===== config.mk =====
export PLATFORM = sky130hd
export DESIGN_NAME = encoder_speed_and_ramped_setpoint_core
export DESIGN_NICKNAME = d
export VERILOG_FILES = /design/src/hw/rtl/esr_pkg.sv /design/src/hw/rtl/esr_mul.sv /design/src/hw/rtl/esr_div.sv /design/src/hw/rtl/encoder_speed_and_ramped_setpoint_core.sv
export SDC_FILE = /design/constraint.sdc
export NUM_CORES = 2
export LEC_CHECK = 0
export BUFFER_PORTS_ARGS = -buffer_cell sky130_fd_sc_hd__buf_2
export CAP_MARGIN = 20
export CORE_MARGIN = 3
export CORE_UTILIZATION = 26
export CTS_CLUSTER_SIZE = 24
export DETAILED_ROUTE_END_ITERATION = 6
export PLACE_DENSITY = 0.44
export SLEW_MARGIN = 20
export SYNTH_ARGS = -nofsm -noshare
export SYNTH_HDL_FRONTEND = slang
export SYNTH_HIERARCHICAL = 1
export SYNTH_SLANG_ARGS = --single-unit

===== constraint.sdc =====
create_clock -name clk -period 13.2 [get_ports clk]
set_input_delay 3.96 -clock clk [delete_from_list [all_inputs] [get_ports clk]]
set_output_delay 3.96 -clock clk [all_outputs]
set_load 0.05 [all_outputs]

===== src/hw/rtl/esr_pkg.sv =====
// shared types and constants for the encoder speed and ramped setpoint block
`default_nettype none
package esr_pkg;

  localparam int MUL_A_W = 33;
  localparam int MUL_B_W = 24;
  localparam int PROD_W = MUL_A_W + MUL_B_W;
  localparam int DVD_W = 57;
  localparam int DVS_W = 48;
  localparam int ITER_W = 6;
  localparam int MUL_CNT_W = 5;

  localparam logic [ITER_W-1:0] SPD_ITERS = 6'd57;
  localparam logic [ITER_W-1:0] STEP_ITERS = 6'd48;
  localparam logic [ITER_W-1:0] MS_ITERS = 6'd39;
  localparam logic [ITER_W-1:0] SS_ITERS = 6'd24;
  localparam logic [DVS_W-1:0] MS_PER_S = 48'd1000;

  typedef struct packed {
    logic start;
    logic [MUL_A_W-1:0] a;
    logic [MUL_B_W-1:0] b;
  } mul_req_t;

  typedef struct packed {
    logic start;
    logic [DVD_W-1:0] dividend;
    logic [DVS_W-1:0] divisor;
    logic [ITER_W-1:0] iters;
  } div_req_t;

  typedef enum logic [2:0] {
    REG_REVERSE = 3'd0,
    REG_PPR = 3'd1,
    REG_CIRC = 3'd2,
    REG_MAX_SPEED = 3'd3,
    REG_MAX_ACCEL = 3'd4
  } reg_addr_t;

  typedef enum logic [3:0] {
    ST_IDLE,
    ST_PREP,
    ST_MUL_NUM,
    ST_MUL_DEN,
    ST_DIV_SPD,
    ST_RAMP_GO,
    ST_MUL_STEP,
    ST_DIV_STEP,
    ST_SCALE_GO,
    ST_DIV_MS,
    ST_DIV_SS,
    ST_DONE
  } state_t;

endpackage
`default_nettype wire


===== src/hw/rtl/esr_mul.sv =====
// bit-serial shift-add multiplier, one multiplier bit per cycle
`default_nettype none
module esr_mul (
  input  logic clk,
  input  logic rst,
  input  esr_pkg::mul_req_t req,
  output logic done,
  output logic [esr_pkg::PROD_W-1:0] product
);
  import esr_pkg::*;

  logic [MUL_A_W-1:0] a_r;
  logic [MUL_A_W-1:0] hi;
  logic [MUL_B_W-1:0] lo;
  logic [MUL_CNT_W-1:0] cnt;
  logic busy;
  logic [MUL_A_W:0] sum;

  assign sum = {1'b0, hi} + (lo[0] ? {1'b0, a_r} : '0);
  assign product = {hi, lo};

  always_ff @(posedge clk) begin
    if (rst) begin
      busy <= 1'b0;
      done <= 1'b0;
      cnt <= '0;
    end else begin
      done <= 1'b0;
      if (req.start) begin
        a_r <= req.a;
        hi <= '0;
        lo <= req.b;
        cnt <= '0;
        busy <= 1'b1;
      end else if (busy) begin
        hi <= sum[MUL_A_W:1];
        lo <= {sum[0], lo[MUL_B_W-1:1]};
        cnt <= cnt + 1'b1;
        if (cnt == MUL_CNT_W'(MUL_B_W - 1)) begin
          busy <= 1'b0;
          done <= 1'b1;
        end
      end
    end
  end
endmodule
`default_nettype wire


===== src/hw/rtl/esr_div.sv =====
// restoring divider, one quotient bit per cycle, dividend arrives left-aligned
`default_nettype none
module esr_div (
  input  logic clk,
  input  logic rst,
  input  esr_pkg::div_req_t req,
  output logic done,
  output logic [esr_pkg::DVD_W-1:0] quotient
);
  import esr_pkg::*;

  logic [DVS_W-1:0] rem;
  logic [DVD_W-1:0] dvd;
  logic [DVS_W-1:0] dvs;
  logic [ITER_W-1:0] cnt;
  logic busy;
  logic [DVS_W:0] trial;
  logic [DVS_W+1:0] diff;
  logic ge;

  assign trial = {rem, dvd[DVD_W-1]};
  assign diff = {1'b0, trial} - {2'b00, dvs};
  assign ge = ~diff[DVS_W+1];
  // leftover low bits are zero fill, so after the run dvd holds just the quotient
  assign quotient = dvd;

  always_ff @(posedge clk) begin
    if (rst) begin
      busy <= 1'b0;
      done <= 1'b0;
      cnt <= '0;
    end else begin
      done <= 1'b0;
      if (req.start) begin
        rem <= '0;
        dvd <= req.dividend;
        dvs <= req.divisor;
        cnt <= req.iters;
        busy <= 1'b1;
      end else if (busy) begin
        rem <= ge ? diff[DVS_W-1:0] : trial[DVS_W-1:0];
        dvd <= {dvd[DVD_W-2:0], ge};
        cnt <= cnt - 1'b1;
        if (cnt == ITER_W'(1)) begin
          busy <= 1'b0;
          done <= 1'b1;
        end
      end
    end
  end
endmodule
`default_nettype wire


===== src/hw/rtl/encoder_speed_and_ramped_setpoint_core.sv =====
// Encoder speed estimate and slew-limited setpoint, one transaction per control tick.
// Each input transaction yields exactly one result transaction. The input reopens with
// the same clock edge that loads the result. The work runs in turn through one bit-serial
// multiplier and one restoring divider (one quotient bit per cycle, up to 57 bits). The
// shortest path comes with no elapsed time, ramping off and a zero max speed; the divider
// dominates otherwise. Inputs are taken only while no transaction is in progress; a
// finished result sits in the output register while the next transaction is accepted.
// Configuration goes through the APB port and must be written while the block is idle.
`default_nettype none
module encoder_speed_and_ramped_setpoint_core (
  input  logic clk,
  input  logic rst,
  input  logic psel,
  input  logic penable,
  input  logic pwrite,
  input  logic [4:0] paddr,
  input  logic [31:0] pwdata,
  output logic [31:0] prdata,
  output logic pready,
  input  logic in_valid,
  output logic in_ready,
  input  logic signed [31:0] encoder_count,
  input  logic [31:0] time_ms,
  input  logic signed [16:0] target_speed_mm_s,
  output logic out_valid,
  input  logic out_ready,
  output logic signed [23:0] measured_speed_mm_s,
  output logic signed [20:0] measured_scaled,
  output logic signed [16:0] ramped_speed_mm_s,
  output logic signed [10:0] setpoint_scaled
);
  import esr_pkg::*;

  logic reverse;
  logic [15:0] pulses_per_rev;
  logic [23:0] circumference_um;
  logic [15:0] max_speed_mm_s;
  logic [15:0] max_accel_mm_s2;

  state_t state, state_next;

  logic signed [31:0] count_r;
  logic [31:0] now_r;
  logic signed [16:0] target_r;
  logic signed [31:0] last_position;
  logic [31:0] last_sample_time;
  logic [31:0] last_ramp_time;
  logic signed [16:0] ramped_speed;
  logic [31:0] dt_r;
  logic [31:0] rdt_r;
  logic spd_neg;
  logic [PROD_W-1:0] num_r;
  logic signed [23:0] speed_r;
  logic signed [20:0] mscaled_r;
  logic signed [10:0] sscaled_r;

  mul_req_t mul_req;
  div_req_t div_req;
  logic mul_done, div_done;
  logic [PROD_W-1:0] mul_product;
  logic [DVD_W-1:0] div_quot;

  logic in_fire, cfg_wr;
  logic signed [31:0] pos_half, pos;
  logic signed [32:0] dpos;
  logic [32:0] dpos_mag;
  logic [15:0] ppr_eff;
  logic [23:0] speed_mag;
  logic [39:0] ms_prod;
  logic [16:0] ramp_mag;
  logic [24:0] ss_prod;
  logic signed [17:0] diff;
  logic [17:0] adiff;
  logic [17:0] step18;
  logic signed [17:0] ramp_move;
  logic snap;

  esr_mul u_mul (
    .clk(clk), .rst(rst), .req(mul_req), .done(mul_done), .product(mul_product)
  );

  esr_div u_div (
    .clk(clk), .rst(rst), .req(div_req), .done(div_done), .quotient(div_quot)
  );

  assign pready = 1'b1;
  assign cfg_wr = psel & penable & pwrite;
  assign in_ready = (state == ST_IDLE);
  assign in_fire = in_valid & in_ready;

  always_comb begin
    case (reg_addr_t'(paddr[4:2]))
      REG_REVERSE: prdata = {31'd0, reverse};
      REG_PPR: prdata = {16'd0, pulses_per_rev};
      REG_CIRC: prdata = {8'd0, circumference_um};
      REG_MAX_SPEED: prdata = {16'd0, max_speed_mm_s};
      REG_MAX_ACCEL: prdata = {16'd0, max_accel_mm_s2};
      default: prdata = '0;
    endcase
  end

  always_ff @(posedge clk) begin
    if (rst) begin
      reverse <= 1'b0;
      pulses_per_rev <= 16'd1;
      circumference_um <= 24'd1;
      max_speed_mm_s <= 16'd1;
      max_accel_mm_s2 <= 16'd2500;
    end else if (cfg_wr) begin
      case (reg_addr_t'(paddr[4:2]))
        REG_REVERSE: reverse <= pwdata[0];
        REG_PPR: pulses_per_rev <= pwdata[15:0];
        REG_CIRC: circumference_um <= pwdata[23:0];
        REG_MAX_SPEED: max_speed_mm_s <= pwdata[15:0];
        REG_MAX_ACCEL: max_accel_mm_s2 <= pwdata[15:0];
        default: ;
      endcase
    end
  end

  // halve toward zero: floor shift, plus one for negative odd counts
  assign pos_half = (count_r + $signed({31'd0, count_r[31] & count_r[0]})) >>> 1;
  assign pos = reverse ? -pos_half : pos_half;
  assign dpos = {pos[31], pos} - {last_position[31], last_position};
  assign dpos_mag = dpos[32] ? 33'(-dpos) : 33'(dpos);
  assign ppr_eff = (pulses_per_rev == 16'd0) ? 16'd1 : pulses_per_rev;

  assign speed_mag = speed_r[23] ? 24'(-speed_r) : 24'(speed_r);
  // times 65280 = 255 * 256
  assign ms_prod = {speed_mag, 16'd0} - {8'd0, speed_mag, 8'd0};
  assign ramp_mag = ramped_speed[16] ? 17'(-ramped_speed) : 17'(ramped_speed);
  assign ss_prod = {ramp_mag, 8'd0} - {8'd0, ramp_mag};

  assign diff = {target_r[16], target_r} - {ramped_speed[16], ramped_speed};
  assign adiff = diff[17] ? 18'(-diff) : 18'(diff);
  assign snap = (adiff <= 18'd1) || ({30'd0, adiff} <= div_quot[47:0]);
  assign step18 = div_quot[17:0];
  assign ramp_move = diff[17] ? ({ramped_speed[16], ramped_speed} - $signed(step18))
                              : ({ramped_speed[16], ramped_speed} + $signed(step18));

  always_ff @(posedge clk) begin
    if (rst) begin
      state <= ST_IDLE;
    end else begin
      state <= state_next;
    end
  end

  always_comb begin
    state_next = state;
    mul_req = '0;
    div_req = '0;
    case (state)
      ST_IDLE: begin
        if (in_fire) state_next = ST_PREP;
      end
      ST_PREP: begin
        mul_req.start = 1'b1;
        mul_req.a = dpos_mag;
        mul_req.b = circumference_um;
        state_next = ST_MUL_NUM;
      end
      ST_MUL_NUM: begin
        if (mul_done) begin
          mul_req.start = 1'b1;
          mul_req.a = {1'b0, dt_r};
          mul_req.b = {8'd0, ppr_eff};
          state_next = ST_MUL_DEN;
        end
      end
      ST_MUL_DEN: begin
        if (mul_done) begin
          if (dt_r == 32'd0) begin
            state_next = ST_RAMP_GO;
          end else begin
            div_req.start = 1'b1;
            div_req.dividend = num_r;
            div_req.divisor = mul_product[DVS_W-1:0];
            div_req.iters = SPD_ITERS;
            state_next = ST_DIV_SPD;
          end
        end
      end
      ST_DIV_SPD: begin
        if (div_done) state_next = ST_RAMP_GO;
      end
      ST_RAMP_GO: begin
        if (max_accel_mm_s2 == 16'd0) begin
          state_next = ST_SCALE_GO;
        end else begin
          mul_req.start = 1'b1;
          mul_req.a = {1'b0, rdt_r};
          mul_req.b = {8'd0, max_accel_mm_s2};
          state_next = ST_MUL_STEP;
        end
      end
      ST_MUL_STEP: begin
        if (mul_done) begin
          div_req.start = 1'b1;
          div_req.dividend = {mul_product[47:0], 9'd0};
          div_req.divisor = MS_PER_S;
          div_req.iters = STEP_ITERS;
          state_next = ST_DIV_STEP;
        end
      end
      ST_DIV_STEP: begin
        if (div_done) state_next = ST_SCALE_GO;
      end
      ST_SCALE_GO: begin
        if (max_speed_mm_s == 16'd0) begin
          state_next = ST_DONE;
        end else begin
          div_req.start = 1'b1;
          div_req.dividend = {ms_prod[38:0], 18'd0};
          div_req.divisor = {32'd0, max_speed_mm_s};
          div_req.iters = MS_ITERS;
          state_next = ST_DIV_MS;
        end
      end
      ST_DIV_MS: begin
        if (div_done) begin
          div_req.start = 1'b1;
          div_req.dividend = {ss_prod[23:0], 33'd0};
          div_req.divisor = {32'd0, max_speed_mm_s};
          div_req.iters = SS_ITERS;
          state_next = ST_DIV_SS;
        end
      end
      ST_DIV_SS: begin
        if (div_done) state_next = ST_DONE;
      end
      ST_DONE: begin
        if (!out_valid || out_ready) state_next = ST_IDLE;
      end
      default: state_next = ST_IDLE;
    endcase
  end

  always_ff @(posedge clk) begin
    if (rst) begin
      last_position <= '0;
      last_sample_time <= '0;
      last_ramp_time <= '0;
      ramped_speed <= '0;
      out_valid <= 1'b0;
    end else begin
      if (out_valid && out_ready && state != ST_DONE) out_valid <= 1'b0;
      case (state)
        ST_IDLE: begin
          if (in_fire) begin
            count_r <= encoder_count;
            now_r <= time_ms;
            target_r <= (target_speed_mm_s == -17'sd65536) ? -17'sd65535
                                                             : target_speed_mm_s;
          end
        end
        ST_PREP: begin
          last_position <= pos;
          last_sample_time <= now_r;
          dt_r <= now_r - last_sample_time;
          rdt_r <= now_r - last_ramp_time;
          spd_neg <= dpos[32];
          if (max_accel_mm_s2 != 16'd0) last_ramp_time <= now_r;
        end
        ST_MUL_NUM: begin
          if (mul_done) num_r <= mul_product;
        end
        ST_MUL_DEN: begin
          if (mul_done && dt_r == 32'd0) speed_r <= '0;
        end
        ST_DIV_SPD: begin
          if (div_done) begin
            if (!spd_neg) begin
              speed_r <= (div_quot > 57'd8388607) ? 24'sh7fffff : $signed(div_quot[23:0]);
            end else begin
              speed_r <= (div_quot >= 57'd8388608) ? 24'sh800000
                                                   : $signed(24'(-div_quot[23:0]));
            end
          end
        end
        ST_RAMP_GO: begin
          if (max_accel_mm_s2 == 16'd0) ramped_speed <= target_r;
        end
        ST_DIV_STEP: begin
          if (div_done) begin
            ramped_speed <= snap ? target_r : ramp_move[16:0];
          end
        end
        ST_SCALE_GO: begin
          if (max_speed_mm_s == 16'd0) begin
            mscaled_r <= -21'sd256;
            sscaled_r <= -11'sd1;
          end
        end
        ST_DIV_MS: begin
          if (div_done) begin
            if (!speed_r[23]) begin
              mscaled_r <= (div_quot > 57'd1048575) ? 21'sh0fffff : $signed(div_quot[20:0]);
            end else begin
              mscaled_r <= (div_quot >= 57'd1048576) ? 21'sh100000
                                                     : $signed(21'(-div_quot[20:0]));
            end
          end
        end
        ST_DIV_SS: begin
          if (div_done) begin
            if (!ramped_speed[16]) begin
              sscaled_r <= (div_quot > 57'd1023) ? 11'sd1023 : $signed(div_quot[10:0]);
            end else begin
              sscaled_r <= (div_quot > 57'd1023) ? -11'sd1023
                                                 : $signed(11'(-div_quot[10:0]));
            end
          end
        end
        ST_DONE: begin
          if (!out_valid || out_ready) begin
            measured_speed_mm_s <= speed_r;
            measured_scaled <= mscaled_r;
            ramped_speed_mm_s <= ramped_speed;
            setpoint_scaled <= sscaled_r;
            out_valid <= 1'b1;
          end
        end
        default: ;
      endcase
    end
  end
endmodule
`default_nettype wire


# Word level (Yosys, flattened, before mapping)
# Cells that the tools add are included.
# word_totals
register_bits,781
rom_bits,0
ramBits,0
memories,0
latch_bits,0
# op_classes
order_cmp,7
mul,0
addsub,21
reduce_logical,41
n_div,0
n_bitwise,8
muxes,73
eq_ne,31
n_shift,0
# op_table
cell,n
$mux W112,5
$pmux W112 S4,1
$mux W24,8
$pmux W58 S3,1
$pmux W24 S5,1
$mux W58,2
$mux W57,2
$mux W21,5
$mux W33,3
$mux W48,2
$mux W17,5
$sub A32 B32 Y32,2
$ge A57 B21 Y1 const B,1
$ge A57 B24 Y1 const B,1
$gt A57 B10 Y1 const B,1
$gt A57 B20 Y1 const B,1
$gt A57 B23 Y1 const B,1
$mux W11,5
$sub A49 B48 Y50,1
$le A18 B48 Y1,1
$logic_not A16 Y1,3
$neg A24 Y24,2
$pmux W24 S2,1
$pmux W4 S12,1
56 further kinds,125

# Longest topological paths before layout
# depth
word_depth,10
depth_mapped,28

# By module
# The synthesis kept the hierarchy.
# by_module_without_submodules
mod,area_per_inst_um2,n_inst,seq_area_each_um2,cells_per_inst
encoder_speed_and_ramped_setpoint_core,33778.6,1,13793.2,3832
esr_div,9262.6,1,4754.6,821
esr_mul,5676.7,1,2842.7,507

# Least setup slack after synthesis
# Ideal clock, no wire load.
# synth_timing
path_kind,input to register
start,input rst
end,"register measured_scaled[0], enable pin"
cell_stages,3
setup_slack_ps,1172
setup_ps,684
required_time_ps,12516
t_arrival_ps,11344
n_path_buf,2
cell_sequence,clkbuf_1 > clkbuf_1 > nor4_1
# synth_between
elab_chain_cells,2
# synth_lines
element,line,rtl
from (decl),encoder_speed_and_ramped_setpoint_core.sv:12,"input logic rst,"
$not A1 Y1 (no source line),-,
$reduce_and A3 Y1 (no source line),-,
to (signal assigned),encoder_speed_and_ramped_setpoint_core.sv:318,measured_scaled <= mscaled_r;
to (decl),encoder_speed_and_ramped_setpoint_core.sv:28,"output logic signed [20:0] measured_scaled,"
# No other way between the ends.
# A chain may end at the register's enable or synchronous reset.

# Worst setup path in the final report
# layout_timing
start,input paddr[4]
end,output prdata[6]
# layout_between
elab_chain_cells,2
word_cells_on_any_way,6
cone_classes,4 x eq/ne; 1 x mux; 1 x reduce/logical
# layout_lines
element,line,rtl
from (decl),encoder_speed_and_ramped_setpoint_core.sv:16,"input logic [4:0] paddr,"
"$eq A3 B3 Y1, or another cell as far along",encoder_speed_and_ramped_setpoint_core.sv:92,case (reg_addr_t'(paddr[4:2]))
$pmux W24 S5 (*),encoder_speed_and_ramped_setpoint_core.sv:92,
to (decl),encoder_speed_and_ramped_setpoint_core.sv:18,"output logic [31:0] prdata,"
# Mark *: on every way between the ends. The rest lies on a longest branch, timed or not.

==> flow_summary.ini <==
[critical_path]
path_max_fanout = 17
critPathRequiredTime_ps = 9240
start_kind = input port
timing.rr.end = u_mul/a_r[20]
endpoint_kind = output pin
worstRegToRegCells = 22
crit_type = input port to output pin
r2r-start = count_r[31]
r2r_slack_ps = 5850
crit_start = paddr[4]
arrival_ps = 5740
cp-endpoint = prdata[6]

[pwr]
internal-power_uw = 5940
clock_power_share = 0.278
switchingPower_uw = 3630
p_comb_frac = 0.356
peakVddDrop_uv = 127
p_per_area_mw_per_mm2 = 173
swShare = 0.380
seqPwrFrac = 0.366
p_leak_uw = 0.0201

[synth]
synthFlopType = edfxtp_1
ys_warn_count = 6
synth_area_leaders = edfxtp_1 (35%), dfxtp_1 (8.5%), ha_1 (6.7%)
synth_top_area_frac = 0.354
ys_ff_latch = 781
syn_avg_cell_area_sq_um = 9.44
synthesis.area_sq_mm = 0.0487
synthTopCellsByCount = edfxtp_1 (575), nand2_1 (571), a21oi_1 (452), nor2_1 (374), inv_1 (295)
synth-seq-area-share = 0.439
async_flop_share = 0
ys_types = 114
syn_inst = 5160
yosys.cell_count.top_type = edfxtp_1
synth_edf_count = 575
synth_top_cell_by_area = edfxtp_1

[layout]
area_growth_pct = 13.8
stdcell_count = 7816
fin_nets = 5645
fillCellCount = 19630
multi_input_area_sq_mm = 0.0252
drive_gt1_frac = 0.111
postLayoutCoreUtil = 0.298
regArea_sq_mm = 0.0214

[clocking]
clk_path_buf_depth = 3
cts_resized = 0
clock_latency_ps = 740
cts_root_buf = clkbuf_16
cts_sinks = 781
cts_tree = built
numCtsBuffers = 97
htreeDepth = 3
post_cts_buffers = 0
postCtsHoldBufs = 0
path_clk_slew_ps = 60

[global_routing]
antenna_found_initial = 3
grt_pass1_wl_um = 238000
track_usage = 0.159
grt-ovfl-total = 0
grt_max_degree = 86
grt_pass1_vias = 37681

[placement]
port_buffers = 213
placed_cells = 7632
dp_hpwl_um = 117000
routabilityCongestion = 0.866

[floorplan]
die-width_um = 439
die_h_um = 439
num_rows = 158
die-area_sq_mm = 0.193
core_area_sq_mm = 0.186
io_pins = 233
start_util = 0.262

[sta]
rsz0062_at_grt = false
min_period_ps = 9700
skew_ps = 57.0
maxSlewHeadroom = 0.259
slew_viol_final = 0
setup_tns_ps = 0
min_period_over_period = 0.735
hold_viol = 0
worst_pin_slew_ps = 1110
setup_viol = 0
fmax_mhz = 103

[drt]
routed_wl_um = 158000
vias_per_cell = 4.97
wl_per_cell_um = 20.2
firstDrtPassIters = 7
vias = 38880
drc_errors = 3
first_iter_violations = 3063
ant_nets = 0

[outcome]
violations = design-rule violations
outcome = complete, but fails checks

[hold_path]
hold_path.class = flop to flop

[flow_run]
max_cap_viol_count = 0
==> worst min-delay path by stage <==
stage | from | end | slack, ps | cells after the start
after CTS | mscaled_r[6] | measured_scaled[6] | 420 | 0
final | mscaled_r[1] | measured_scaled[1] | 420 | 0
after floorplan | mscaled_r[0] | measured_scaled[0] | 400 | 0
after global placement | mscaled_r[18] | measured_scaled[18] | 410 | 0
after detailed placement | mscaled_r[6] | measured_scaled[6] | 400 | 0
after global routing | sscaled_r[4] | setpoint_scaled[4] | 430 | 0
==> cells by family after synthesis <==
group / share of synthesized area
flops: 0.439
simple gates: 0.169
other cells: 0.000154
buf+inv: 0.0460
fa+ha+maj: 0.0702
compound gates: 0.184
xor+xnor: 0.0588
mux: 0.0328
==> cell usage in the layout, fill, tap and decap left out, types with 24 or more instances in the layout <==
master	count
a22oi_1	41
o21ai_0	231
edfxtp_1	575
nand2b_1	42
a21oi_1	452
xor2_1	111
o21a_1	47
a211oi_1	73
inv_1	295
and2_1	121
nor2b_1	58
o21ai_1	28
o211ai_1	24
buf_4	50
xnor2_1	216
mux2i_1	50
mux2_2	89
and3_1	41
nor3_1	120
dfxtp_1	206
nand4_1	56
a221o_1	28
or3_1	36
a22o_1	43
nand2_1	571
a222oi_1	34
ha_1	262
nand3_1	92
buf_2	212
a21o_1	82
a31oi_1	40
nor4_1	42
nor2_1	364
clkbuf_16	97
==> worst max-delay path, stage by stage <==
cell and delay [ps]:
buf_2 140, nor3b_2 900, a22o_1 270, a221o_1 160
buf_2 300
==> state kept, by name (all words and copies together) (netlist names), 32 cells and up <==
register / flops
u_mul/hi: 33
rdt_r: 32
now_r: 32
u_div/rem: 48
u_div/dvs: 48
last_position: 32
dt_r: 32
num_r: 57
u_div/quotient: 57
count_r: 32
last_ramp_time: 32
last_sample_time: 32
u_mul/a_r: 33
==> power by group through the flow <==
stage	Combinational (uW)	Clock (uW)	Sequential [uW]
after floorplan	2550	0	3350
after global placement	3390	0	3560
after detailed placement	3420	0	3570
after CTS	3440	2760	3510
after global routing	3820	2860	3540
final	3410	2660	3500
==> metal layers <==
layer | part of all wire | global-route usage | vias to the layer above
li1 | - | - | 19074
met3 | 0.042 | 0.0210 | 175
met2 | 0.47 | 0.264 | 837
met1 | 0.46 | 0.215 | 18794
met5 | 0 | 0 | -
met4 | 0.025 | 0.0467 | 0
==> final cells by class <==
cell class / count / share of cell area
clock inverters: 58 / 0.00995
multi-input cells: 3812 / 0.455
diodes: 2 / 0.0000903
clock buffers: 124 / 0.0469
flip-flops and latches: 781 / 0.386
well taps: 2480 / 0.0560
repair buffers: 263 / 0.0262
inverters: 296 / 0.0200
==> through the flow <==
stage          total power, uW  hold slack (ps)  cell area [sq um]  worst slack (ps)
4_1_cts                   9710              420              55400              3530
3_5_place_dp              6980              405              52300              3540
5_1_grt                  10200              427              55400              3420
2_1_floorplan             5900              400              48700              1170
6_report                  9570              419              55400              3500
3_3_place_gp              6940              407              52300              3540
(Power assumes the default switching activity.)
